--- config.mk ---
export PLATFORM = sky130hd
export DESIGN_NAME = integer_divisor_classifier_top
export DESIGN_NICKNAME = d
export VERILOG_FILES = /design/src/idc_pkg.sv /design/src/idc_div.sv /design/src/integer_divisor_classifier_top.sv
export SDC_FILE = /design/constraint.sdc
export NUM_CORES = 1
export LEC_CHECK = 0
export ABC_AREA = 0
export BUFFER_PORTS_ARGS = -buffer_cell sky130_fd_sc_hd__buf_2
export CAP_MARGIN = 20
export CORE_MARGIN = 1.5
export CORE_UTILIZATION = 45
export CTS_BUF_LIST = sky130_fd_sc_hd__clkbuf_8
export CTS_CLUSTER_DIAMETER = 50
export DETAILED_ROUTE_END_ITERATION = 6
export PLACE_DENSITY_LB_ADDON = 0.25
export SYNTH_ARGS = -nofsm -noshare
export SYNTH_HDL_FRONTEND = slang
export SYNTH_SLANG_ARGS = --single-unit
--- constraint.sdc ---
create_clock -name clk -period 8.4 [get_ports clk]
set_input_delay 0.84 -clock clk [delete_from_list [all_inputs] [get_ports clk]]
set_output_delay 0.84 -clock clk [all_outputs]
set_load 0.05 [all_outputs]
--- src/idc_pkg.sv ---
package idc_pkg;

	localparam int DATA_WIDTH = 32;
	localparam int SUM_W      = 34;
	localparam int CNT_W      = $clog2(DATA_WIDTH + 1);
	localparam int SQRT_TOP   = 2 * ((DATA_WIDTH - 2) / 2);

	localparam logic [DATA_WIDTH-1:0] SQRT_BIT = DATA_WIDTH'(1) << SQRT_TOP;

	localparam logic [1:0] CLS_DEFICIENT = 2'd0;
	localparam logic [1:0] CLS_PERFECT   = 2'd1;
	localparam logic [1:0] CLS_ABUNDANT  = 2'd2;

	typedef struct packed {
		logic                  start;
		logic [DATA_WIDTH-1:0] dividend;
		logic [DATA_WIDTH-1:0] divisor;
	} div_req_t;

	typedef struct packed {
		logic                  done;
		logic [DATA_WIDTH-1:0] quotient;
		logic [DATA_WIDTH-1:0] remainder;
	} div_rsp_t;

endpackage

--- src/idc_div.sv ---
module idc_div (
	input  logic              clk,
	input  logic              arst_n,
	input  idc_pkg::div_req_t req,
	output idc_pkg::div_rsp_t rsp
);

	logic                              run_q;
	logic                              done_q;
	logic [idc_pkg::CNT_W-1:0]         cnt_q;
	logic [idc_pkg::DATA_WIDTH-1:0]    rem_q;
	logic [idc_pkg::DATA_WIDTH-1:0]    quo_q;
	logic [idc_pkg::DATA_WIDTH-1:0]    dsr_q;
	logic [idc_pkg::DATA_WIDTH:0]      trial;
	logic [idc_pkg::DATA_WIDTH:0]      diff;

	assign trial = {rem_q, quo_q[idc_pkg::DATA_WIDTH-1]};
	assign diff  = trial - {1'b0, dsr_q};

	always_ff @(posedge clk or negedge arst_n) begin
		if (!arst_n) begin
			run_q  <= 1'b0;
			done_q <= 1'b0;
			cnt_q  <= '0;
		end else begin
			done_q <= 1'b0;
			if (req.start) begin
				run_q <= 1'b1;
				cnt_q <= idc_pkg::CNT_W'(idc_pkg::DATA_WIDTH);
			end else if (run_q) begin
				cnt_q <= cnt_q - idc_pkg::CNT_W'(1);
				if (cnt_q == idc_pkg::CNT_W'(1)) begin
					run_q  <= 1'b0;
					done_q <= 1'b1;
				end
			end
		end
	end

	always_ff @(posedge clk) begin
		if (req.start) begin
			rem_q <= '0;
			quo_q <= req.dividend;
			dsr_q <= req.divisor;
		end else if (run_q) begin
			if (diff[idc_pkg::DATA_WIDTH]) begin
				rem_q <= trial[idc_pkg::DATA_WIDTH-1:0];
			end else begin
				rem_q <= diff[idc_pkg::DATA_WIDTH-1:0];
			end
			quo_q <= {quo_q[idc_pkg::DATA_WIDTH-2:0], ~diff[idc_pkg::DATA_WIDTH]};
		end
	end

	assign rsp.done      = done_q;
	assign rsp.quotient  = quo_q;
	assign rsp.remainder = rem_q;

endmodule

--- src/integer_divisor_classifier_top.sv ---
// Classifies one signed number per transaction: prime by trial division, perfect square,
// proper-divisor sum and deficient/perfect/abundant class. A transaction is taken when
// start is high and busy is low; busy stays high until the result appears on the output
// ports for exactly one cycle with done high. The receiver cannot stall, so the result
// must be captured in that cycle. An item first takes the integer square root, then runs one
// division for each trial divisor from 2 to the root on the one shared restoring divider
// that works one quotient bit per cycle, then ends the search and presents the result;
// numbers of one or less skip the search.
module integer_divisor_classifier_top (
	input  logic        clk,
	input  logic        arst_n,
	input  logic        start,
	output logic        busy,
	input  logic [31:0] number,
	output logic        done,
	output logic        is_prime,
	output logic        is_square,
	output logic [33:0] divisor_sum,
	output logic [1:0]  sum_class
);

	localparam int W = idc_pkg::DATA_WIDTH;

	typedef enum logic [4:0] {
		ST_IDLE = 5'b00001,
		ST_SQRT = 5'b00010,
		ST_LOAD = 5'b00100,
		ST_WAIT = 5'b01000,
		ST_DONE = 5'b10000
	} state_t;

	state_t                   state_q;
	logic                     neg_q;
	logic                     gt1_q;
	logic                     found_q;
	logic [W-1:0]             u_q;
	logic [W-1:0]             rem_q;
	logic [W-1:0]             res_q;
	logic [W-1:0]             bit_q;
	logic [W-1:0]             d_q;
	logic [idc_pkg::SUM_W-1:0] sum_q;
	logic [W:0]               cand;
	logic                     take;
	logic [W-1:0]             q_add;
	idc_pkg::div_req_t        div_req;
	idc_pkg::div_rsp_t        div_rsp;

	assign cand  = {1'b0, res_q} + {1'b0, bit_q};
	assign take  = {1'b0, rem_q} >= cand;
	assign q_add = (div_rsp.quotient == d_q) ? '0 : div_rsp.quotient;

	assign div_req.start    = (state_q == ST_LOAD) && (d_q <= res_q);
	assign div_req.dividend = u_q;
	assign div_req.divisor  = d_q;

	idc_div u_div (
		.clk    (clk),
		.arst_n (arst_n),
		.req    (div_req),
		.rsp    (div_rsp)
	);

	always_ff @(posedge clk or negedge arst_n) begin
		if (!arst_n) begin
			state_q <= ST_IDLE;
		end else begin
			unique case (state_q)
				ST_IDLE: begin
					if (start) begin
						state_q <= ST_SQRT;
					end
				end
				ST_SQRT: begin
					if (bit_q[0]) begin
						state_q <= gt1_q ? ST_LOAD : ST_DONE;
					end
				end
				ST_LOAD: begin
					state_q <= (d_q <= res_q) ? ST_WAIT : ST_DONE;
				end
				ST_WAIT: begin
					if (div_rsp.done) begin
						state_q <= ST_LOAD;
					end
				end
				ST_DONE: begin
					state_q <= ST_IDLE;
				end
				default: begin
					state_q <= ST_IDLE;
				end
			endcase
		end
	end

	always_ff @(posedge clk) begin
		case (state_q)
			ST_IDLE: begin
				u_q     <= number[W-1:0];
				rem_q   <= number[W-1:0];
				neg_q   <= number[W-1];
				gt1_q   <= !number[W-1] && (number[W-1:0] > W'(1));
				res_q   <= '0;
				bit_q   <= idc_pkg::SQRT_BIT;
				d_q     <= W'(2);
				found_q <= 1'b0;
				sum_q   <= '0;
			end
			ST_SQRT: begin
				if (take) begin
					rem_q <= rem_q - cand[W-1:0];
					res_q <= (res_q >> 1) + bit_q;
				end else begin
					res_q <= res_q >> 1;
				end
				bit_q <= bit_q >> 2;
				if (gt1_q) begin
					sum_q <= idc_pkg::SUM_W'(1);
				end
			end
			ST_WAIT: begin
				if (div_rsp.done) begin
					if (div_rsp.remainder == '0) begin
						found_q <= 1'b1;
						sum_q   <= sum_q + idc_pkg::SUM_W'(d_q) + idc_pkg::SUM_W'(q_add);
					end
					d_q <= d_q + W'(1);
				end
			end
			default: begin
			end
		endcase
	end

	assign busy        = (state_q != ST_IDLE);
	assign done        = (state_q == ST_DONE);
	assign is_prime    = gt1_q && !found_q;
	assign is_square   = !neg_q && (rem_q == '0);
	assign divisor_sum = sum_q;

	always_comb begin
		if (neg_q) begin
			sum_class = idc_pkg::CLS_ABUNDANT;
		end else if (sum_q < idc_pkg::SUM_W'(u_q)) begin
			sum_class = idc_pkg::CLS_DEFICIENT;
		end else if (sum_q == idc_pkg::SUM_W'(u_q)) begin
			sum_class = idc_pkg::CLS_PERFECT;
		end else begin
			sum_class = idc_pkg::CLS_ABUNDANT;
		end
	end

	a_done_busy: assert property (@(posedge clk) disable iff (!arst_n)
		done |-> busy) else $error("done without busy");

	a_done_pulse: assert property (@(posedge clk) disable iff (!arst_n)
		done |=> !done) else $error("done longer than one cycle");

	a_accept_busy: assert property (@(posedge clk) disable iff (!arst_n)
		(start && !busy) |=> busy) else $error("accepted transaction not busy");

	a_prime_sum: assert property (@(posedge clk) disable iff (!arst_n)
		(done && is_prime) |-> (divisor_sum == 34'd1 && sum_class == idc_pkg::CLS_DEFICIENT))
		else $error("prime with wrong divisor sum");

endmodule

==> summary.txt, run 1 <==
Pwr
  – Pwr dens: ~120 nW/um^2
  – LEAKAGE: ~0.0096 uW
  – Sw Share: roughly 22%
  – Sequential share of power: 53.0%
  – Gate power share: less than 1%
  – Switching pwr: 649.3 uW
  – P_int: roughly 2200 uW
  – Maximum VDD drop: between 150 and 200 uV
  – Clock power share: approximately 46%

Worst hold path
  – Hold/Removal Path Class: input pin to asynchronous set/reset pin

STA
  – Final Setup Violations: 0
  – Worst-margin pin slew: 1.065 ns
  – Final Hold Fails: 0
  – Fmax: ~0.18 GHz
  – Slew headroom: approximately 29%
  – RSZ-0062 raised after global routing: false
  – Period minus WS final: 5.630 ns
  – Fin crit share: 67.02%
  – Final Max Tran Viols: 0
  – Clock Skew: about 0.028 ns
  – TNS Setup: 0 ns

Logic synthesis
  – Post-synthesis sequential area ratio: between 30% and 40%
  – Yosys warns: 0
  – Syn Inst Count: between 2000 and 2500
  – Post-synth top area share: roughly a third
  – Area leader, netlist: edfxtp_1
  – Post-synth EDFFs: around 240
  – Post-synthesis cell area: around 21000 sq um
  – Netlist cell types: 84
  – Dominant cells by area after synthesis: edfxtp_1, ha_1, xnor2_1
  – Syn Area/Cell: approximately 9.6 sq um
  – Top_reg_cell synth: edfxtp_1
  – Asr flop ratio synth: roughly 4.5%
  – Synth Register Bits: 289
  – Synth Net Count: ~2500

Die
  – Die area: roughly 49000 sq um
  – Die Ht: roughly 220 microns
  – IO Pins: between 70 and 80
  – Die width: 221.4 microns
  – Starting Density: between 40% and 50%
  – Num rows: 79
  – Area of the core: around 47000 sq um

Critical path
  – Worst EP arrival: approximately 6.0 ns
  – Worst path slowest cell: nand2_1
  – Critical-path cell list: xnor2_1 -> nand4_1 -> nor4_1 -> nand2_1 -> and2_1 -> fa_1 -> ha_1 -> inv_1 -> fa_1 -> nand2b_1 -> a21oi_1 -> o21ai_0 -> a211oi_1 -> nor2_1 -> o211ai_1 -> nand4_1 -> a21oi_1 -> nor3b_1
  – Req. time, crit path: ~8.8 ns
  – Critical Path Start: d_q[25]
  – Reg2reg path depth: 18
  – Crit end category: flop
  – R2r endpoint: divisor_sum[31]
  – Worst Path Max Fanout: 31
  – Critical Path Sink: divisor_sum[31]
  – Largest stage delay on the critical path: around 0.59 ns
  – CP Launch Type: flop
  – R2r startpoint: d_q[25]
  – R2R setup slack: about 2.8 ns
  – WS Path Type: flop to flop

CTS
  – Worst-path clk slew: 0.06 ns
  – H-tree depth: 2
  – Clock Tree Buf Depth: 3
  – Post-CTS Setup Inserts: 0
  – CTS Hold Buffers Added: 0
  – CTS tree: built
  – Num CTS Buffers: 54
  – Clock latency on the worst-skew pair: about 0.65 ns
  – PostCTS Resize Cnt: 0
  – Root Driver: clkbuf_8
  – Clk sinks: roughly 290

Routing
  – Via density: 6.027
  – Router iterations before antenna repair: 6
  – WL/cell: between 20 and 25 microns
  – Final WL: 64.57 mm
  – # DRC: 0
  – Initial DRC Count: 1549
  – Vias: roughly 18000
  – Number of routed nets with antenna violations: 0

Place
  – GPL Wtd Cong: around 0.9
  – I/O Buffers: between 70 and 80
  – Post-DP HPWL: about 49 mm

Flow run
  – # Max-Cap Violations: 0

Global routing
  – Number of global-route vias before repair: ~17000
  – All-Layer GR Usage: between 20% and 30%
  – First-pass GRT wire length: 99.94 mm
  – Initial antenna violation count: 1
  – Largest net degree at the start of global routing: 73
  – GR Overflow Total: 0

Finish
  – Most frequent cells in the layout: edfxtp_1, ha_1, nand2_1
  – Area delta synth->final: 9.082%
  – FILL cells: around 4300
  – Final core occ: approximately 50%
  – N_diodes: 0
  – Share of cells above drive strength 1: 8.437%
  – Nets: ~2600
  – Most common cell after layout, fill and taps aside: edfxtp_1

Status
  – Outcome: finished, final reports clean
==> metrics by stage <==
stage | total power [uW] | worst slack, ns | cells | hold slack (ns) | area, sq um
5_1_grt | 2987 | 2.307 | 2942 | 0.07522 | 23410
3_3_place_gp | 1586 | 2.964 | 2845 | 0.5064 | 22380
2_1_floorplan | 1567 | 1.923 | 2228 | 0.4840 | 21460
4_1_cts | 2929 | 2.910 | 2941 | 0.04389 | 23390
3_5_place_dp | 1587 | 2.919 | 2845 | 0.5186 | 22380
6_report | 2898 | 2.770 | 2942 | 0.08100 | 23410
==> worst min-delay path by stage <==
stage / cells after the start / start / end / slack (ns)
2_1_floorplan: 2 / u_div.cnt_q[5] / u_div.cnt_q[5] / 0.48
3_5_place_dp: 2 / u_div.rem_q[26] / u_div.rem_q[26] / 0.52
6_report: 1 / arst_n / u_div.cnt_q[1] / 0.08
3_3_place_gp: 2 / u_div.cnt_q[5] / u_div.cnt_q[5] / 0.51
5_1_grt: 1 / arst_n / state_q[4] / 0.08
4_1_cts: 1 / arst_n / u_div.cnt_q[1] / 0.04
==> cells by family (layout without fill, tap and decap cells) <==
family,count (synthesis),count (layout),synth area share (%)
and+or+nand+nor,680,680,15.51
AOI/OAI and AO/OA,603,603,18.27
DFF,289,289,38.64
adders and majority gates,232,232,14.75
buffers and inverters,213,320,4.028
xor gates and xnor gates,184,184,7.543
muxes,27,27,1.265
==> worst max-delay path: cells and delay by family, from the launching register on <==
| kind | cells | cell delay, ns |
|---|---|---|
| and+or+nand+nor | 8 | 2.07 |
| DFF | 1 | 0.54 |
| adders and majority gates | 3 | 1.08 |
| xor gates and xnor gates | 1 | 0.36 |
| buffers and inverters | 1 | 0.07 |
| AOI/OAI and AO/OA | 5 | 1.24 |
==> cell usage after synthesis, types with 15 or more instances <==
master	instances
nor2_1	168
xor2_1	71
nor2b_1	19
nand2b_1	15
nor4_1	33
o21a_1	17
a31oi_1	34
nor3_1	33
mux2i_1	26
xnor2_1	112
o21bai_1	17
and3_1	22
or3_1	16
o21ai_0	167
a21oi_1	142
fa_1	35
edfxtp_1	244
clkbuf_1	47
inv_1	135
a211oi_1	22
a21o_1	75
nand4_1	54
ha_1	197
nand3_1	42
nand2_1	190
and2_1	54
dfxtp_1	32
==> final cells by class <==
class / instances / area [sq um] / share of cell area (%)
inverter: 136 / 511.7 / 2.186
tap: 607 / 759.5 / 3.244
multi-input combinational: 1726 / 12340 / 52.72
clock inverter: 40 / 245.2 / 1.047
sequential: 289 / 8295 / 35.43
timing repair buffer: 88 / 488.0 / 2.084
clock buffer: 56 / 770.7 / 3.292
==> routing by layer <==
metal | routed length, microns | part of all wire, % | vias to the layer above | track usage, %
met1 | 28310 | 44 | 8609 | 35.85
met4 | 1995 | 3.1 | 0 | 9.210
met2 | 29370 | 45 | 663 | 41.81
met5 | 0 | 0 | - | 0
met3 | 4893 | 7.6 | 118 | 4.687
li1 | - | - | 8342 | -
==> registers in the layout, summed over array words and instances (netlist names) <==
signal / flops
u_div.rem_q: 32
gt1_q: 1
res_q: 32
u_div.quo_q: 32
state_q: 5
bit_q: 16
divisor_sum: 34
u_div.run_q: 1
u_div.dsr_q: 32
rem_q: 32
found_q: 1
u_div.cnt_q: 6
u_q: 31
neg_q: 1
d_q: 32
u_div.done_q: 1
==> power groups by stage <==
| stage | registers, uW | clock network (uW) | logic [uW] |
|---|---|---|---|
| finish | 1540 | 1340 | 21.4 |
| detailed placement | 1570 | 0 | 20.8 |
| global placement | 1570 | 0 | 20.6 |
| global route | 1540 | 1430 | 22.1 |
| CTS | 1540 | 1370 | 20.8 |
| floorplan | 1570 | 0 | 0.996 |
(Power assumes the default switching activity.)
==> inputs of run 2 (changes only) <==
--- a/config.mk
+++ b/config.mk
@@ -5,7 +5,7 @@
 export SDC_FILE = /design/constraint.sdc
 export NUM_CORES = 1
 export LEC_CHECK = 0
-export ABC_AREA = 0
+export ABC_AREA = 1
 export BUFFER_PORTS_ARGS = -buffer_cell sky130_fd_sc_hd__buf_2
 export CAP_MARGIN = 20
 export CORE_MARGIN = 1.5
==> constraint.sdc (replaced) <==
create_clock -name clk -period 5.3 [get_ports clk]
set_input_delay 0.53 -clock clk [delete_from_list [all_inputs] [get_ports clk]]
set_output_delay 0.53 -clock clk [all_outputs]
set_load 0.05 [all_outputs]
==> run 2 against run 1 <==
- register-to-register slack got worse by 2.4 ns
- hold slack worse by 0.028 ns
- clock skew grew 0.011 ns
- synthesized area is 15% higher
- die area up 15%
==> summary.txt, run 2 <==
Die
  – Num rows: 85
  – IO Pins: 75
  – Die Ht: roughly 240 microns
  – Area of the core: 53920 sq um
  – Starting Density: between 40 and 50%
  – Die width: around 240 microns
  – Die area: around 56000 sq um

Critical path
  – Worst Path Max Fanout: 32
  – Cell mode on critical path: nand2_1
  – Worst path slowest cell: edfxtp_1
  – Req. time, crit path: approximately 5.6 ns
  – CP Launch Type: flop
  – Critical-path cell list: ha_1 -> nand2_1 -> nand2_1 -> nand2_1 -> o21bai_1 -> a21oi_1 -> o21ai_0 -> nand3_1 -> nand3_1 -> nand2_1 -> ha_1 -> nand2_2 -> nor2_2 -> nand2_1 -> nor2_2 -> nand2_1 -> nand2_1 -> nand2_1 -> nand2_2 -> nand2_4 -> nand3_4 -> nand2_1 -> nand2_1 -> buf_4
  – Critical Path Start: res_q[4]
  – Crit end category: flop
  – Worst EP arrival: approximately 5.2 ns
  – Largest stage delay on the critical path: 0.55 ns
  – R2r startpoint: res_q[4]
  – WS Path Type: flop to flop

Logic synthesis
  – Area leader, netlist: edfxtp_1
  – Netlist cell types: between 50 and 60
  – Top_reg_cell synth: edfxtp_1
  – Synth Register Bits: 289
  – Post-synthesis sequential area ratio: ~34%
  – Post-synth top area share: approximately 30%
  – Post-synth EDFFs: about 240
  – Dominant cell by count in the synthesized netlist: nand2_1
  – Dominant cells by area after synthesis: edfxtp_1, nand2_1, ha_1
  – Asr flop ratio synth: ~4.5%
  – Syn Inst Count: 3413
  – Synth Net Count: ~3700
  – Yosys warns: 0
  – Syn Area/Cell: ~7.2 sq um
  – Most frequent cells after synthesis: nand2_1, inv_1, nor2_1
  – Post-synthesis cell area: 24630 sq um

CTS
  – Post-CTS Setup Inserts: 0
  – Clk sinks: 289
  – Num CTS Buffers: between 50 and 60
  – CTS Hold Buffers Added: 1
  – Worst-path clk slew: approximately 0.070 ns
  – CTS tree: built
  – PostCTS Resize Cnt: 0
  – H-tree depth: 2
  – Clock latency on the worst-skew pair: 0.68 ns
  – Clock Tree Buf Depth: 3
  – Root Driver: clkbuf_8

Worst hold path
  – Hold/Removal Path Class: input pin to flop
  – Hold Crit Start: number[8]

STA
  – Fmax: between 0.2 and 0.25 GHz
  – TNS Setup: 0 ns
  – Final Setup Violations: 0
  – RSZ-0062 raised after global routing: false
  – Period minus WS final: between 4 and 5 ns
  – Slew headroom: 33.33%
  – Worst-margin pin slew: just under 1 ns
  – Final Hold Fails: 0
  – Clock Skew: slightly below 0.04 ns
  – Final Max Tran Viols: 0
  – Fin crit share: 92.62%

Routing
  – WL/cell: 19.32 microns
  – Router iterations before antenna repair: 6
  – Number of routed nets with antenna violations: 0
  – Vias: 23240
  – Initial DRC Count: 2242
  – # DRC: 0
  – Final WL: between 80 and 90 mm
  – Via density: ~5.4

Status
  – Outcome: finished, final reports clean

Finish
  – Most common cell after layout, fill and taps aside: nand2_1
  – Final core occ: approximately 50%
  – Most frequent cells in the layout: nand2_1, inv_1, nor2_1
  – Area delta synth->final: 9.891%
  – Max reg flops: 34
  – N_diodes: 0
  – Nets: between 3000 and 4000
  – Share of cells above drive strength 1: 7.761%

Global routing
  – First-pass GRT wire length: 127.1 mm
  – All-Layer GR Usage: 29.41%
  – Number of global-route vias before repair: approximately 22000
  – Initial antenna violation count: 0
  – Largest net degree at the start of global routing: 68
  – GR Overflow Total: 0

Place
  – Post-DP HPWL: about 65 mm
  – GPL Wtd Cong: 0.9745
  – I/O Buffers: 74

Flow run
  – # Max-Cap Violations: 0
## run 2: cells by family after synthesis
logic type	share of synthesized area [%]
and+or+nand+nor	30.48
AOI/OAI and AO/OA	10.03
DFF	33.68
adders and majority gates	12.85
xor gates and xnor gates	3.698
buffers and inverters	9.261
## run 2: final cells by class
class                      count  area (sq um)
inverter                     516          1937
timing repair buffer         117         695.7
multi-input combinational   2543         14090
fill                        5405         26860
clock inverter                39         277.8
sequential                   289          8294
clock buffer                  65         894.6
tap                          696         870.8
## run 2: final timing paths
kind / end / slack, ns / depth (start not counted)
max: rem_q[30] / 0.39 / 24
min: u_q[8] / 0.05 / 1
max reg2reg: rem_q[30] / 0.39 / 24
min reg2reg: u_div.rem_q[5] / 0.51 / 2
max in group asynchronous: state_q[0] / 4.71 / 2
min in group asynchronous: state_q[2] / 0.30 / 2
## run 2: per-layer routing
layer  part of all wire [%]  up-vias  track usage (%)
met5                      0        -                0
met4                    4.1        0            11.93
met3                    9.0      179            6.400
met2                     44      874            46.19
met1                     43    10710            39.29
li1                       -    11470                -
## run 2: critical path: cells and delay by family (launching register included)
kind,cells,cell delay (ns)
compound gates,3,0.81
fa+ha+maj,2,0.77
buf+inv,1,0.45
flops,1,0.55
simple gates,18,1.93
## run 2: metrics by stage
step / worst slack [ns] / hold WS (ns) / instances / area, sq um
2_1_floorplan: 1.091 / 0.2344 / 3413 / 24630
3_3_place_gp: 0.4559 / 0.4501 / 4160 / 25880
3_5_place_dp: 0.4601 / 0.4483 / 4160 / 25880
4_1_cts: 0.4261 / 0.01130 / 4265 / 27060
5_1_grt: 0.006169 / 0.03276 / 4265 / 27060
6_report: 0.3910 / 0.05333 / 4265 / 27060
Power of run 2 is left out: the tool's default activity adds up to more than one toggle a clock period on the data nets, which glitch-free logic cannot reach.
